$ cat config.mk
export PLATFORM = sky130hd
export DESIGN_NAME = two_button_debounce_long_press_core
export DESIGN_NICKNAME = d
export VERILOG_FILES = /design/src/rtl/tbdlp_pkg.sv /design/src/rtl/tbdlp_button.sv /design/src/rtl/two_button_debounce_long_press_core.sv
export SDC_FILE = /design/constraint.sdc
export NUM_CORES = 1
export LEC_CHECK = 0
export BUFFER_PORTS_ARGS = -buffer_cell sky130_fd_sc_hd__buf_2
export CAP_MARGIN = 20
export CORE_AREA = 2 2 163 165
export DETAILED_ROUTE_END_ITERATION = 8
export DIE_AREA = 0 0 165 167
export GPL_ROUTABILITY_DRIVEN = 1
export HOLD_SLACK_MARGIN = 0.06
export PLACE_DENSITY_LB_ADDON = 0.05
export SYNTH_ARGS = -nofsm -noshare
export SYNTH_HDL_FRONTEND = slang
export SYNTH_SLANG_ARGS = --single-unit
$ cat constraint.sdc
create_clock -name clk -period 9.6 [get_ports clk]
set_clock_uncertainty 0.2 [all_clocks]
set_input_delay 0.48 -clock clk [delete_from_list [all_inputs] [get_ports clk]]
set_output_delay 0.48 -clock clk [all_outputs]
set_load 0.05 [all_outputs]
$ cat src/rtl/tbdlp_pkg.sv
package tbdlp_pkg;

  // Width of the change and hold timers; both saturate at all ones
  localparam int TIMER_BITS = 16;
  localparam int CFG_BITS   = 16;
  // Width at which a timer is compared against a tick register
  localparam int CMP_W      = (TIMER_BITS > CFG_BITS) ? TIMER_BITS : CFG_BITS;

  localparam logic [TIMER_BITS-1:0] TIMER_MAX = {TIMER_BITS{1'b1}};

  // Configuration register indexes
  localparam logic [1:0] REG_DEBOUNCE  = 2'd0;
  localparam logic [1:0] REG_LONG      = 2'd1;
  localparam logic [1:0] REG_A_ENABLE  = 2'd2;
  localparam logic [1:0] REG_B_ENABLE  = 2'd3;

  // Configuration reset values
  localparam logic [CFG_BITS-1:0] DEBOUNCE_RESET = 16'd50;
  localparam logic [CFG_BITS-1:0] LONG_RESET     = 16'd1500;

  typedef struct packed {
    logic       level_a;
    logic       level_b;
    logic [3:0] clear_mask;
  } tbdlp_in_t;

  typedef struct packed {
    logic a_short_seen;
    logic a_long_seen;
    logic b_short_seen;
    logic b_long_seen;
    logic a_held_now;
    logic b_held_now;
  } tbdlp_out_t;

  // Events raised by one button on one sample tick
  typedef struct packed {
    logic short_ev;
    logic long_ev;
  } tbdlp_evt_t;

  // Increment a timer, stopping at its largest value
  function automatic logic [TIMER_BITS-1:0] sat_inc(input logic [TIMER_BITS-1:0] v);
    logic [TIMER_BITS-1:0] r;
    r = (v == TIMER_MAX) ? TIMER_MAX : v + 1'b1;
    return r;
  endfunction

endpackage

$ cat src/rtl/tbdlp_button.sv
module tbdlp_button (
  input  logic                          clk,
  input  logic                          rst_n,
  input  logic                          step,
  input  logic                          raw,
  input  logic [tbdlp_pkg::CFG_BITS-1:0] debounce_ticks,
  input  logic [tbdlp_pkg::CFG_BITS-1:0] long_press_ticks,
  output tbdlp_pkg::tbdlp_evt_t         evt
);
  import tbdlp_pkg::*;

  logic                  prev_r, prev_nxt;
  logic [TIMER_BITS-1:0] tsc_r, tsc_nxt;
  logic                  deb_r, deb_nxt;
  logic [TIMER_BITS-1:0] hold_r, hold_nxt;
  logic                  press_r, press_nxt;
  logic                  lrep_r, lrep_nxt;
  logic                  settle;

  // Debounce, hold timing and press classification for one tick
  always_comb begin
    prev_nxt     = raw;
    tsc_nxt      = (raw != prev_r) ? '0 : sat_inc(tsc_r);
    hold_nxt     = press_r ? sat_inc(hold_r) : hold_r;
    deb_nxt      = deb_r;
    press_nxt    = press_r;
    lrep_nxt     = lrep_r;
    evt.short_ev = 1'b0;
    evt.long_ev  = 1'b0;

    settle = (CMP_W'(tsc_nxt) > CMP_W'(debounce_ticks)) && (deb_r != raw);
    if (settle) begin
      deb_nxt = raw;
      if (!raw) begin
        hold_nxt  = '0;
        press_nxt = 1'b1;
        lrep_nxt  = 1'b0;
      end else if (press_r && !lrep_r) begin
        evt.short_ev = 1'b1;
        press_nxt    = 1'b0;
      end
    end

    if (!deb_nxt && press_nxt && !lrep_nxt &&
        (CMP_W'(hold_nxt) >= CMP_W'(long_press_ticks))) begin
      evt.long_ev = 1'b1;
      lrep_nxt    = 1'b1;
    end
  end

  // Advance state on each input transfer
  always_ff @(posedge clk) begin
    if (!rst_n) begin
      prev_r  <= 1'b1;
      tsc_r   <= '0;
      deb_r   <= 1'b1;
      hold_r  <= '0;
      press_r <= 1'b0;
      lrep_r  <= 1'b0;
    end else if (step) begin
      prev_r  <= prev_nxt;
      tsc_r   <= tsc_nxt;
      deb_r   <= deb_nxt;
      hold_r  <= hold_nxt;
      press_r <= press_nxt;
      lrep_r  <= lrep_nxt;
    end
  end

endmodule

$ cat src/rtl/two_button_debounce_long_press_core.sv
// Latency: a result is valid in the cycle after its input transfer.
// Throughput: one sample per cycle while out_ready is high; a single result
// register parts the two sides, so a new sample is taken as the old result leaves.
// Reset (rst_n low, synchronous) releases both buttons, clears timers and flags,
// empties the result register and loads debounce 50 and long press 1500 ticks.
module two_button_debounce_long_press_core (
  input  logic                           clk,
  input  logic                           rst_n,
  input  logic                           in_valid,
  output logic                           in_ready,
  input  tbdlp_pkg::tbdlp_in_t           in_data,
  output logic                           out_valid,
  input  logic                           out_ready,
  output tbdlp_pkg::tbdlp_out_t          out_data,
  input  logic                           cfg_we,
  input  logic [1:0]                     cfg_index,
  input  logic [tbdlp_pkg::CFG_BITS-1:0] cfg_wdata
);
  import tbdlp_pkg::*;

  logic [CFG_BITS-1:0] deb_ticks_r;
  logic [CFG_BITS-1:0] long_ticks_r;
  logic                a_en_r;
  logic                b_en_r;
  logic [3:0]          flags_r, flags_nxt, flags_rep;
  logic                out_valid_r;
  tbdlp_out_t          out_data_r, out_data_nxt;
  logic                step;
  logic                raw_a, raw_b;
  tbdlp_evt_t          evt_a, evt_b;

  // Configuration registers
  always_ff @(posedge clk) begin
    if (!rst_n) begin
      deb_ticks_r  <= DEBOUNCE_RESET;
      long_ticks_r <= LONG_RESET;
      a_en_r       <= 1'b1;
      b_en_r       <= 1'b1;
    end else if (cfg_we) begin
      case (cfg_index)
        REG_DEBOUNCE: deb_ticks_r  <= cfg_wdata;
        REG_LONG:     long_ticks_r <= cfg_wdata;
        REG_A_ENABLE: a_en_r       <= cfg_wdata[0];
        REG_B_ENABLE: b_en_r       <= cfg_wdata[0];
        default:      ;
      endcase
    end
  end

  // Take a sample when the result register is free or being drained
  assign in_ready = !out_valid_r || out_ready;
  assign step     = in_valid && in_ready;

  assign raw_a = a_en_r ? in_data.level_a : 1'b1;
  assign raw_b = b_en_r ? in_data.level_b : 1'b1;

  tbdlp_button u_btn_a (
    .clk              (clk),
    .rst_n            (rst_n),
    .step             (step),
    .raw              (raw_a),
    .debounce_ticks   (deb_ticks_r),
    .long_press_ticks (long_ticks_r),
    .evt              (evt_a)
  );

  tbdlp_button u_btn_b (
    .clk              (clk),
    .rst_n            (rst_n),
    .step             (step),
    .raw              (raw_b),
    .debounce_ticks   (deb_ticks_r),
    .long_press_ticks (long_ticks_r),
    .evt              (evt_b)
  );

  // Report the sticky flags, then drop those named in the clear mask
  always_comb begin
    flags_rep = flags_r | {evt_b.long_ev, evt_b.short_ev, evt_a.long_ev, evt_a.short_ev};
    flags_nxt = flags_rep & ~in_data.clear_mask;

    out_data_nxt.a_short_seen = flags_rep[0];
    out_data_nxt.a_long_seen  = flags_rep[1];
    out_data_nxt.b_short_seen = flags_rep[2];
    out_data_nxt.b_long_seen  = flags_rep[3];
    out_data_nxt.a_held_now   = a_en_r && !in_data.level_a;
    out_data_nxt.b_held_now   = b_en_r && !in_data.level_b;
  end

  always_ff @(posedge clk) begin
    if (!rst_n) begin
      flags_r <= '0;
    end else if (step) begin
      flags_r <= flags_nxt;
    end
  end

  // Result register
  always_ff @(posedge clk) begin
    if (!rst_n) begin
      out_valid_r <= 1'b0;
    end else if (step) begin
      out_valid_r <= 1'b1;
    end else if (out_ready) begin
      out_valid_r <= 1'b0;
    end
  end

  always_ff @(posedge clk) begin
    if (step) begin
      out_data_r <= out_data_nxt;
    end
  end

  assign out_valid = out_valid_r;
  assign out_data  = out_data_r;

  // A transfer in always leaves a result waiting
  a_step_gives_result: assert property (@(posedge clk) disable iff (!rst_n)
    step |=> out_valid_r)
    else $error("input transfer did not produce a result");

  // Sticky flags move only on an input transfer
  a_flags_hold: assert property (@(posedge clk) disable iff (!rst_n)
    !step |=> $stable(flags_r))
    else $error("flags changed without an input transfer");

  // A flag already held before the tick is still reported (checked for A short and B long)
  a_flags_cover_state: assert property (@(posedge clk) disable iff (!rst_n)
    step |=> ((out_data_r.a_short_seen || !$past(flags_r[0])) &&
              (out_data_r.b_long_seen  || !$past(flags_r[3]))))
    else $error("held flag missing from report");

  // Reset empties the result register
  a_reset_empty: assert property (@(posedge clk)
    !rst_n |=> !out_valid_r)
    else $error("result valid after reset");

endmodule
Word-level counts from Yosys, hierarchy flattened
Index checks and enable logic that the tools add are counted.
- output and inout bits: 8
- memories kept: 0
- memory bits (writable): 0
- logic and storage cells: 113
- flip-flop bits (word level): 117
- ROM bits: 0
- bits in latches: 0
- bits of input ports: 29
- shift-type cells: 0
- add/subtract/negate cells: 4
- order comparisons: 4
- bitwise logic cells: 3
- reduce and logical (&&, ||, !) cells: 29
- $mul: 0
- div/mod/pow operators: 0
- eq/ne operators: 11
- multiplexer cells: 38
- operators with widths (cell ; number):
    $mux 16 ; 12
    $add 16x1->16 const B ; 4
    $eq 16x16->1 const B ; 4
    $ge 16x16->1 ; 2
    $gt 16x16->1 ; 2
    $mux 1 ; 26
    $logic_and 1x1->1 ; 13
    $logic_not 1->1 ; 9
    $reduce_and 2->1 ; 4
    $and 4x4->4 ; 1
    $eq 2x2->1 const B ; 2
    $ne 1x1->1 ; 4
    $not 4->4 ; 1
    $or 4x4->4 ; 1
    $eq 2x1->1 const B ; 1
    $logic_not 2->1 ; 1
    $reduce_bool 2->1 ; 1
    $logic_or 1x1->1 ; 1

Depth between registers and ports, before layout
Gate-level depths: netlist of run 1.
- depth after elaboration: 13
- gate-level depth with buffers: 28
- gate-level depth less buffers: 23

Modules after synthesis
From an unflattened synthesis of run 1, not the netlist that was laid out.
- cell total of the unflattened synthesis: 1037
- area, all modules: 8066.5 um^2
- by module, submodules not included (module ; cells each ; instances ; area each (um^2) ; seq. area each (um^2)):
    tbdlp_button (u_btn_b) ; 433 ; 1 ; 3236.9 ; 720.7
    tbdlp_button (u_btn_a) ; 425 ; 1 ; 3120.5 ; 720.7
    two_button_debounce_long_press_core ; 179 ; 1 ; 1709.1 ; 960.9

Worst setup path before layout of run 1
OpenSTA, ideal clock, no wires.
- path kind: register -> register
- from: reg u_btn_b.tsc_r[0]
- to: reg flags_r[3]
- buffers on the path: 7
- data arrival time: 5.291 ns
- clock period less this slack: 5.607 ns
- stages on the path, launching flop included: 28
- library setup time: 0.116 ns
- data required time: 9.284 ns
- path slack: 3.993 ns
- cell sequence: dfxtp_1 -> ha_1 -> and3_1 -> and3_1 -> buf_2 -> nand4_1 -> or3_1 -> clkbuf_1 -> clkbuf_1 -> buf_2 -> a21oi_1 -> ha_1 -> nand4_1 -> a2111oi_0 -> or3_1 -> clkbuf_1 -> and4_1 -> buf_2 -> buf_1 -> a21oi_1 -> ha_1 -> a211o_1 -> a21oi_1 -> o21ai_0 -> a221oi_1 -> a32o_1 -> nor3_1 -> o211a_1
- elaborated cells on any way between the ends: 19
- those cells by class: add/sub (1); order compare (2); eq/ne (1); mux (7); bitwise (2); reduce/logical (6)
- RTL lines (what ; RTL line ; RTL):
    start, declared ; tbdlp_button.sv:13 ; logic [TIMER_BITS-1:0] tsc_r, tsc_nxt;
    start signal, assigned ; tbdlp_button.sv:62 ; tsc_r <= tsc_nxt;
    $add 16x1->16 / $eq 16x16->1 (equally long branches) ; tbdlp_pkg.sv:45 ; r = (v == TIMER_MAX) ? TIMER_MAX : v + 1'b1;
    $mux 16 (*) ; tbdlp_pkg.sv:45 ;
    $mux 16 (*) ; tbdlp_button.sv:23 ; tsc_nxt = (raw != prev_r) ? '0 : sat_inc(tsc_r);
    via u_btn_b.tsc_nxt[10] ; tbdlp_button.sv:13 ;
    $gt 16x16->1 (*) ; tbdlp_button.sv:31 ; settle = (CMP_W'(tsc_nxt) > CMP_W'(debounce_ticks)) && (deb_r != raw);
    $logic_and 1x1->1 (*) ; tbdlp_button.sv:31 ;
    $mux 16 (*) ; tbdlp_button.sv:32 ; if (settle) begin
    via u_btn_b.hold_nxt[5] ; tbdlp_button.sv:15 ; logic [TIMER_BITS-1:0] hold_r, hold_nxt;
    $ge 16x16->1 (*) ; tbdlp_button.sv:45 ; (CMP_W'(hold_nxt) >= CMP_W'(long_press_ticks))) begin
    $logic_and 1x1->1 (*) ; tbdlp_button.sv:44 ; if (!deb_nxt && press_nxt && !lrep_nxt &&
    $mux 1 (*) ; tbdlp_button.sv:44 ;
    $or 4x4->4 (*) ; two_button_debounce_long_press_core.sv:79 ; flags_rep = flags_r | {evt_b.long_ev, evt_b.short_ev, evt_a.long_ev, evt_a.short_ev};
    $and 4x4->4 (*) ; two_button_debounce_long_press_core.sv:80 ; flags_nxt = flags_rep & ~in_data.clear_mask;
    end signal, assigned ; two_button_debounce_long_press_core.sv:94 ; flags_r <= flags_nxt;
    end, declared ; two_button_debounce_long_press_core.sv:25 ; logic [3:0] flags_r, flags_nxt, flags_rep;
The timed path passes the listed nets; every way through them passes the cells marked *.
A chain may end at the register's enable or synchronous reset.

Worst setup path in the final report of run 1
Same ends and word-level chain as after synthesis.

==> run metrics, run 1 <==
top cell type's share of synthesized area=0.291; Die X=165 um; # nets final=1,079; Routed wire per std cell=18.3 um; hold path start=in_data[2]; Peak VDD IR=0.0830 mV; Place WS=3190 ps; Leak=3.50 nW; RSZ-0062 raised after global routing=no; WP data required=9710 ps; worst skew pair latency=420 ps; DRT iter0 DRCs=366; Finished Cell Area=0.00876 mm^2; Die Area=0.0276 mm^2; crit-path max FO=24; Top Ports=37; Max Cap Viol=0; total track usage=0.183; CTS tree=done; Core Area=0.0258 mm^2; Final setup viols=0; Power Dens Cells=151 mW/mm^2; Hold WC Path Type=in2reg; worst setup path category=reg2reg; Layout area overhead=14.8%; warnings from Yosys=0; area leader, netlist=dfxtp_1; final worst-path setup slack=3110 ps; most frequent cells after synthesis=131 x a21oi_1, 127 x nand2_1, 111 x dfxtp_1; Syn Std Cell Area=0.00763 mm^2; final setup TNS=0 ps; status=finished clean; post-synthesis sequential area ratio=0.315; CP startpoint=u_btn_b.tsc_r[0]$_SDFFE_PN0P_; number of global-route vias before repair=6,615; clk sinks=117; Final Util=0.340; Cells after Synth=970; worst r2r src=u_btn_b.tsc_r[0]$_SDFFE_PN0P_; fin cells=1,330; CP dominant cell by count=ha_1; Die H=167 um; Ant. Diodes=0; DR pass1 iterations=5; crit path cell chain=ha_1 -> and3_1 -> and3_1 -> nand4_1 -> or3_1 -> nor2b_1 -> nor2_1 -> ha_1 -> nor2b_1 -> o211ai_1 -> a2111oi_0 -> or3_1 -> and4_1 -> a21oi_1 -> ha_1 -> a211o_1 -> a21oi_1 -> o21ai_0 -> a221oi_1 -> a32o_1 -> nor3_1 -> o211a_1; Setup Buffers After CTS=0; number of flops mapped to enable cells by yosys=6; grt total ovfl=0; Synth area leaders=dfxtp_1 29%, ha_1 11%, a21oi_1 8.6%; largest net degree at the start of global routing=59; Routed Antenna Nets=0; gpl congestion=0.815; post-synthesis cell type count=67; post-DP HPWL=17.5 mm; FFs w/ async S/R, synth=0; f_max=154 MHz; ratio of cells with drive above 1 in the final layout=0.106; Worst-Margin Slew=923 ps; row cnt=59; number of synthesized register bits=117; final hold vios=0; total CTS buffers=17; via density per instance=5.17; Critical Path Max Stage Delay=760 ps; CP max stage cell=and4_1; CTS max path bufs=2; prevailing post-synth register cell=dfxtp_1; DRC=0; Final period util=0.676; fin. max-slew vios=0; clk slew on worst S/H paths=60 ps; first-pass GRT wire length=38.7 mm; DR vias=6,876; crit path time final=6490 ps; Placed Instances=1,296; syn_nets=1,067; Max-slew headroom=0.382; Initial Util=0.296; DP Area=0.00809 mm^2; Worst setup EP type=flop; mean post-synth cell area=7.86 um^2; CP arrival=6600 ps; H-Tree Depth=4; initial antenna violation count=0; Worst Setup Start Kind=flop; most common cell in the synthesized netlist=a21oi_1; # port buffers=36; DRT Wirelength=24.4 mm; Root Buffer=clkbuf_16
[sequential cells by signal, indices dropped and copies added (netlist names), 4 cells and up]
signal and flops:
u_btn_b.hold_r 16, flags_r 4, u_btn_a.hold_r 16, u_btn_b.tsc_r 16, u_btn_a.tsc_r 16, deb_ticks_r 16
long_ticks_r 16, out_data 6
[worst paths after layout]
path / end / slack, ps / cells after the start
max: flags_r[3]$_SDFFE_PN0P_ / 3110 / 22
min: flags_r[2]$_SDFFE_PN0P_ / 80 / 2
max reg2reg: flags_r[3]$_SDFFE_PN0P_ / 3110 / 22
min reg2reg: deb_ticks_r[3]$_SDFFE_PN0P_ / 250 / 2
[critical path, delay by kind of cell, from the launching register on]
kind | cells | cell delay, ps
flip-flops | 1 | 360
AO/OA/AOI/OAI | 9 | 1960
adder cells (fa/ha/maj) | 3 | 740
AND/OR/NAND/NOR | 10 | 3120
[power breakdown]
group          total [mW]  internal [mW]  switching, mW
Combinational       0.113         0.0316         0.0810
Clock               0.708          0.453          0.256
Sequential          0.505          0.499        0.00555
Total                1.33          0.983          0.342
[cells by family after synthesis]
family                   synth area share
buffers and inverters              0.0556
XOR/XNOR                           0.0528
multiplexers                      0.00131
flip-flops                          0.315
AO/OA/AOI/OAI                       0.257
AND/OR/NAND/NOR                     0.206
adder cells (fa/ha/maj)             0.112
[per-layer routing]
| metal | share of wire | GRT usage | up-vias | routed length [um] |
|---|---|---|---|---|
| met1 | 0.56 | 0.291 | 3247 | 13700 |
| met4 | 0.0042 | 0.0450 | 0 | 102 |
| met2 | 0.41 | 0.254 | 75 | 9900 |
| met5 | 0 | 0 | - | 0 |
| met3 | 0.027 | 0.0262 | 4 | 654 |
| li1 | - | - | 3550 | - |
[area by class of cell]
| type | instances | area, um^2 |
|---|---|---|
| clock buffer | 22 | 505 |
| inverter | 57 | 214 |
| tap | 335 | 419 |
| clock inverter | 10 | 140 |
| fill | 2763 | 17000 |
| sequential | 117 | 2400 |
| multi-input combinational | 742 | 4810 |
| timing repair buffer | 47 | 269 |
[stage by stage]
stage          hold WS, ps  total power, mW
2_1_floorplan          236            0.585
3_3_place_gp           248            0.629
3_5_place_dp           247            0.628
4_1_cts               62.6             1.35
5_1_grt               79.6             1.38
6_report              80.3             1.33
[cells in the final DEF (no fill, tap or decap), drive strengths merged, types with 20 or more instances in the layout]
master / n
a21oi: 132
nand2: 127
dfxtp: 111
ha: 68
inv: 58
nor2: 48
o21ai: 46
buf: 46
nand3: 34
xnor2: 26
and3: 24
nand4: 24
clkbuf: 22
xor2: 20
[what timing repair did]
item,in CTS,in global routing
gates resized for setup,0,0
hold endpoints to repair,1,0
hold buffers,1,0
(Power assumes the default switching activity.)
==> inputs of run 2 (changes only) <==
clock period = 6.4 ns   (was 9.6 ns; I/O delays follow)
==> run 2 against run 1 <==
Against the previous run:
- die area did not move
- clock-buffer cell count fell by 2
- via count rose by 2.7%
- critical path depth rose by 1
- hold slack improved by 40 ps
- sequential power rose by 50%
- sequential cell count did not move
- critical endpoint unchanged
- largest cell class unchanged
- largest power group unchanged
==> run metrics, run 2 (synthesis results as in run 1) <==
f_max=169 MHz; Top Ports=37; Hold WC Path Type=in2reg; Routed wire per std cell=18.0 um; Finished Cell Area=0.00899 mm^2; ratio of cells with drive above 1 in the final layout=0.109; total track usage=0.182; Bufs and invs on worst path=1; Die Area=0.0276 mm^2; number of global-route vias before repair=6,784; Critical Path Max Stage Delay=500 ps; Max Cap Viol=0; final hold vios=0; DP Area=0.00814 mm^2; initial antenna violation count=0; Die H=167 um; Setup Buffers After CTS=0; Fill cells=2,714; Ant. Diodes=0; Power Dens Cells=211 mW/mm^2; Layout area overhead=17.9%; Peak VDD IR=0.114 mV; Final setup viols=0; DR pass1 iterations=5; Core Area=0.0258 mm^2; Worst-Margin Slew=911 ps; # port buffers=36; clk slew on worst S/H paths=60 ps; Root Buffer=clkbuf_16; grt total ovfl=0; fin. max-slew vios=0; RSZ-0062 raised after global routing=no; commonest non-fill, non-tap cells in the layout=131 x a21oi_1, 126 x nand2_1, 111 x dfxtp_1, 68 x ha_1, 54 x inv_1; WP data required=6510 ps; setup slack, reg-to-reg=480 ps; largest net degree at the start of global routing=59; CP max stage cell=a2111oi_0; CP dominant cell by count=ha_1; cell family with most CP delay=simple AND/OR/NAND/NOR gates; Worst setup EP type=flop; crit-path max FO=16; crit path time final=5920 ps; DRT Wirelength=24.4 mm; Reg2Reg Depth=23; Worst Setup Start Kind=flop; CTS tree=done; Initial Util=0.296; worst skew pair latency=430 ps; Final period util=0.924; register area=0.00240 mm^2; # nets final=1,109; status=finished clean; worst setup path category=reg2reg; crit path cell chain=ha_1 -> and3_1 -> and3_1 -> nand4_1 -> or3_4 -> nor2b_1 -> nor2_1 -> ha_1 -> nor2b_1 -> o211ai_1 -> a2111oi_0 -> or3_1 -> and4_2 -> buf_4 -> a21oi_1 -> ha_1 -> a211o_1 -> a21oi_1 -> o21ai_0 -> a221oi_1 -> a32o_1 -> nor3_1 -> o211a_1; commonest non-fill, non-tap cell in the layout=a21oi_1; Routed Antenna Nets=0; row cnt=59; worst r2r src=u_btn_b.tsc_r[0]$_SDFFE_PN0P_; clk sinks=117; final setup TNS=0 ps; CP arrival=6030 ps; Multi-input gate area=0.00482 mm^2; CTS max path bufs=2; CP startpoint=u_btn_b.tsc_r[0]$_SDFFE_PN0P_; post-DP HPWL=17.8 mm; Leak=3.60 nW; first-pass GRT wire length=38.6 mm; Worst R2R End=flags_r[3]$_SDFFE_PN0P_; DRT iter0 DRCs=426; Worst path depth=23; DRC=0; H-Tree Depth=4; Max-slew headroom=0.390; DR vias=7,060; via density per instance=5.19; end of the critical path=flags_r[3]$_SDFFE_PN0P_; gpl congestion=0.798; total CTS buffers=17; Die X=165 um
==> run 2: cell types whose count changed in the layout (fill, tap and decap cells not counted), sizes merged <==
cell / before / now
dlygate4sd3: 1 / 25
buf: 46 / 52
clkinv: 2 / 6
bufinv: 3 / 1
clkbuf: 22 / 20
clkinvlp: 4 / 3
inv: 58 / 59
==> run 2: cell type report <==
class / count / area share
Inverter: 57 / 0.0238
Sequential cell: 117 / 0.267
Clock inverter: 12 / 0.0132
Tap cell: 335 / 0.0466
Multi-Input combinational cell: 742 / 0.536
Clock buffer: 20 / 0.0520
Timing Repair Buffer: 77 / 0.0616
==> run 2: timing repair <==
| item | CTS | global route |
|---|---|---|
| resized for setup | 0 | 2 |
| endpoints found under the hold margin | 39 | 0 |
| hold buffers | 25 | 0 |
| setup endpoints to repair | 0 | 3 |
==> run 2: per-layer routing <==
layer  GRT usage  vias up  wire, um
met5           0        -         0
met4      0.0514        0       280
met3      0.0271       21       554
met2       0.254       98      9890
met1       0.284     3323     13700
li1            -     3618         -
==> run 2: worst min path at each step <==
stage | startpoint | end | slack, ps | cells past startpoint
finish | rst_n | b_en_r$_SDFFE_PN1P_ | 120 | 2
global route | rst_n | b_en_r$_SDFFE_PN1P_ | 140 | 2
CTS | rst_n | b_en_r$_SDFFE_PN1P_ | 100 | 2
detailed placement | deb_ticks_r[7]$_SDFFE_PN0P_ | deb_ticks_r[7]$_SDFFE_PN0P_ | 250 | 2
global placement | deb_ticks_r[7]$_SDFFE_PN0P_ | deb_ticks_r[7]$_SDFFE_PN0P_ | 250 | 2
floorplan | in_data[0] | flags_r[0]$_SDFFE_PN0P_ | 220 | 1
==> run 2: worst reg2reg max path, cell delays in order, from the launching register on <==
cell and delay, ps:
dfxtp_1 370, ha_1 250, and3_1 230, and3_1 330
nand4_1 220, or3_4 470, nor2b_1 180, nor2_1 100
ha_1 140, nor2b_1 130, o211ai_1 90, a2111oi_0 500
or3_1 300, and4_2 440, buf_4 240, a21oi_1 80
ha_1 220, a211o_1 260, a21oi_1 110, o21ai_0 100
a221oi_1 320, a32o_1 230, nor3_1 60, o211a_1 230
==> run 2: through the flow <==
stage	hold slack, ps	util	setup WS (ps)	cells	power [mW]
finish	120	0.349	484	1360	1.90
CTS	104	0.348	201	1359	1.92
floorplan	217	-	793	970	0.878
global placement	247	0.316	372	1302	0.944
detailed placement	251	0.316	250	1302	0.942
global route	143	0.349	54.9	1360	1.98
==> run 2: power breakdown <==
part           total, mW  switching, mW  leakage (nW)  internal [mW]
clock              0.961          0.389         0.279          0.573
sequential         0.757        0.00839         0.959          0.749
combinational      0.181          0.123          2.37         0.0582
==> inputs of run 3 (changes only) <==
CELL_PAD_IN_SITES_DETAIL_PLACEMENT = 1   (was unset)
CELL_PAD_IN_SITES_GLOBAL_PLACEMENT = 1   (was unset)
==> run 3 against run 2 <==
Against the previous run:
- final area rose by 0.63%
- worst setup slack improved by 7.6 ps
- combinational power rose by 3%
- sequential power barely moved
- sequential cell count did not move
- register-to-register slack barely moved
- critical path depth fell by 1
==> run metrics, run 3 (synthesis results as in run 1) <==
Die X=165 um; Hold WC Path Type=in2reg; Top Ports=37; Comb power frac=0.094; total track usage=0.200; commonest non-fill, non-tap cells in the layout=131 x a21oi_1, 126 x nand2_1, 111 x dfxtp_1, 68 x ha_1, 54 x inv_1; DRT iter0 DRCs=292; CTS tree=done; Die H=167 um; commonest non-fill, non-tap cell in the layout=a21oi_1; f_max=169 MHz; RSZ-0062 raised after global routing=no; sequential power share=0.383; Reg2Reg Depth=22; Multi-input gate area=0.00482 mm^2; Worst Setup Start Kind=flop; Core Area=0.0258 mm^2; via density per instance=5.21; clk sinks=117; worst skew pair latency=440 ps; Initial Util=0.296; Finished Cell Area=0.00905 mm^2; Layout area overhead=18.6%; # nets final=1,111; setup slack, reg-to-reg=490 ps; clock network fraction of total power=0.523; Root Buffer=clkbuf_16; Final setup viols=0; DP Area=0.00814 mm^2; crit-path max FO=15; hold path start=in_data[5]; final hold vios=0; DR vias=7,091; Worst Hold Depth=4; number of global-route vias before repair=7,259; Fill cells=3,110; worst setup path category=reg2reg; gpl congestion=0.768; NetSw=0.568 mW; H-Tree Depth=4; first-pass GRT wire length=42.0 mm; hold endpoint=u_btn_a.deb_r$_SDFFE_PN1P_; WP data required=6530 ps; Worst-Margin Slew=886 ps; Worst setup EP type=flop; fin cells=1,362; Routed wire per std cell=19.4 um; largest net degree at the start of global routing=59; Leak=3.63 nW; Max-slew headroom=0.407; Worst R2R End=flags_r[3]$_SDFFE_PN0P_; total CTS buffers=17; DR pass1 iterations=4; Final period util=0.923; register area=0.00240 mm^2; post-DP HPWL=19.0 mm; Switching Fraction=0.286; Max Cap Viol=0; Routed Antenna Nets=0; DRT Wirelength=26.5 mm; DRC=0; Die Area=0.0276 mm^2; row cnt=59; Power Dens Cells=219 mW/mm^2; CTS max path bufs=2; Setup Buffers After CTS=0; grt total ovfl=0; # port buffers=36; initial antenna violation count=0; ratio of cells with drive above 1 in the final layout=0.108; final setup TNS=0 ps; CP arrival=6040 ps; clk slew on worst S/H paths=70 ps; Peak VDD IR=0.135 mV; Pint=1.41 mW; crit path time final=5910 ps; worst r2r src=u_btn_b.tsc_r[0]$_SDFFE_PN0P_; Final Util=0.351; Placed Instances=1,301; fin. max-slew vios=0; status=finished clean; Ant. Diodes=0
run 3: layout make-up:
type	instances	share of cell area
clock inverters	14	0.0181
inverters	57	0.0236
flip-flops and latches	117	0.265
repair buffers	79	0.0636
well taps	335	0.0463
clock buffers	18	0.0498
multi-input cells	742	0.533
run 3: routing by layer:
layer / wire, um / share of wire / vias to the layer above / GRT usage
met3: 540 / 0.020 / 17 / 0.0281
li1: - / - / 3607 / -
met5: 0 / 0 / - / 0
met1: 13500 / 0.51 / 3390 / 0.280
met4: 274 / 0.010 / 0 / 0.0457
met2: 12200 / 0.46 / 77 / 0.323
run 3: power by group through the flow:
stage	sequential (mW)	clock [mW]	combinational, mW
finish	0.758	1.04	0.186
global route	0.760	1.08	0.208
CTS	0.758	1.06	0.188
detailed placement	0.775	0	0.173
global placement	0.774	0	0.174
floorplan	0.779	0	0.0989
run 3: worst max path at each step:
stage,startpoint,end,slack (ps),cells after the start
final,u_btn_b.tsc_r[0]$_SDFFE_PN0P_,flags_r[3]$_SDFFE_PN0P_,490,22
after global placement,u_btn_b.tsc_r[0]$_SDFFE_PN0P_,flags_r[3]$_SDFFE_PN0P_,650,22
after floorplan,u_btn_b.tsc_r[0]$_SDFFE_PN0P_,flags_r[3]$_SDFFE_PN0P_,790,27
after detailed placement,u_btn_b.tsc_r[0]$_SDFFE_PN0P_,u_btn_b.lrep_r$_SDFFE_PN0P_,460,20
after global routing,u_btn_b.tsc_r[0]$_SDFFE_PN0P_,flags_r[3]$_SDFFE_PN0P_,6,22
after CTS,u_btn_b.tsc_r[0]$_SDFFE_PN0P_,u_btn_b.lrep_r$_SDFFE_PN0P_,330,20
run 3: critical path, stage by stage (launching register included):
cell,delay [ps]
dfxtp_1,370
ha_1,260
and3_1,230
and3_1,190
nand4_1,160
or3_1,530
buf_4,260
a31oi_1,180
ha_1,290
a21oi_1,170
o21a_1,160
o2bb2ai_1,80
or3_1,490
and4_1,310
buf_4,210
a211oi_1,300
ha_1,300
a21oi_1,160
o21ai_0,110
a221oi_1,310
a32o_1,230
nor3_1,60
o211a_1,220
run 3: what timing repair did:
| action | in CTS | in global routing |
|---|---|---|
| hold endpoints to repair | 39 | 0 |
| hold buffers | 29 | 0 |
| endpoints found under the setup margin | 0 | 3 |
| resized for setup | 0 | 2 |
run 3: through the flow:
step	worst slack (ps)	hold slack, ps	total power [mW]
after floorplan	793	217	0.878
after global placement	651	245	0.948
after detailed placement	458	249	0.948
after CTS	331	145	2.00
after global routing	5.94	190	2.05
final	492	148	1.98
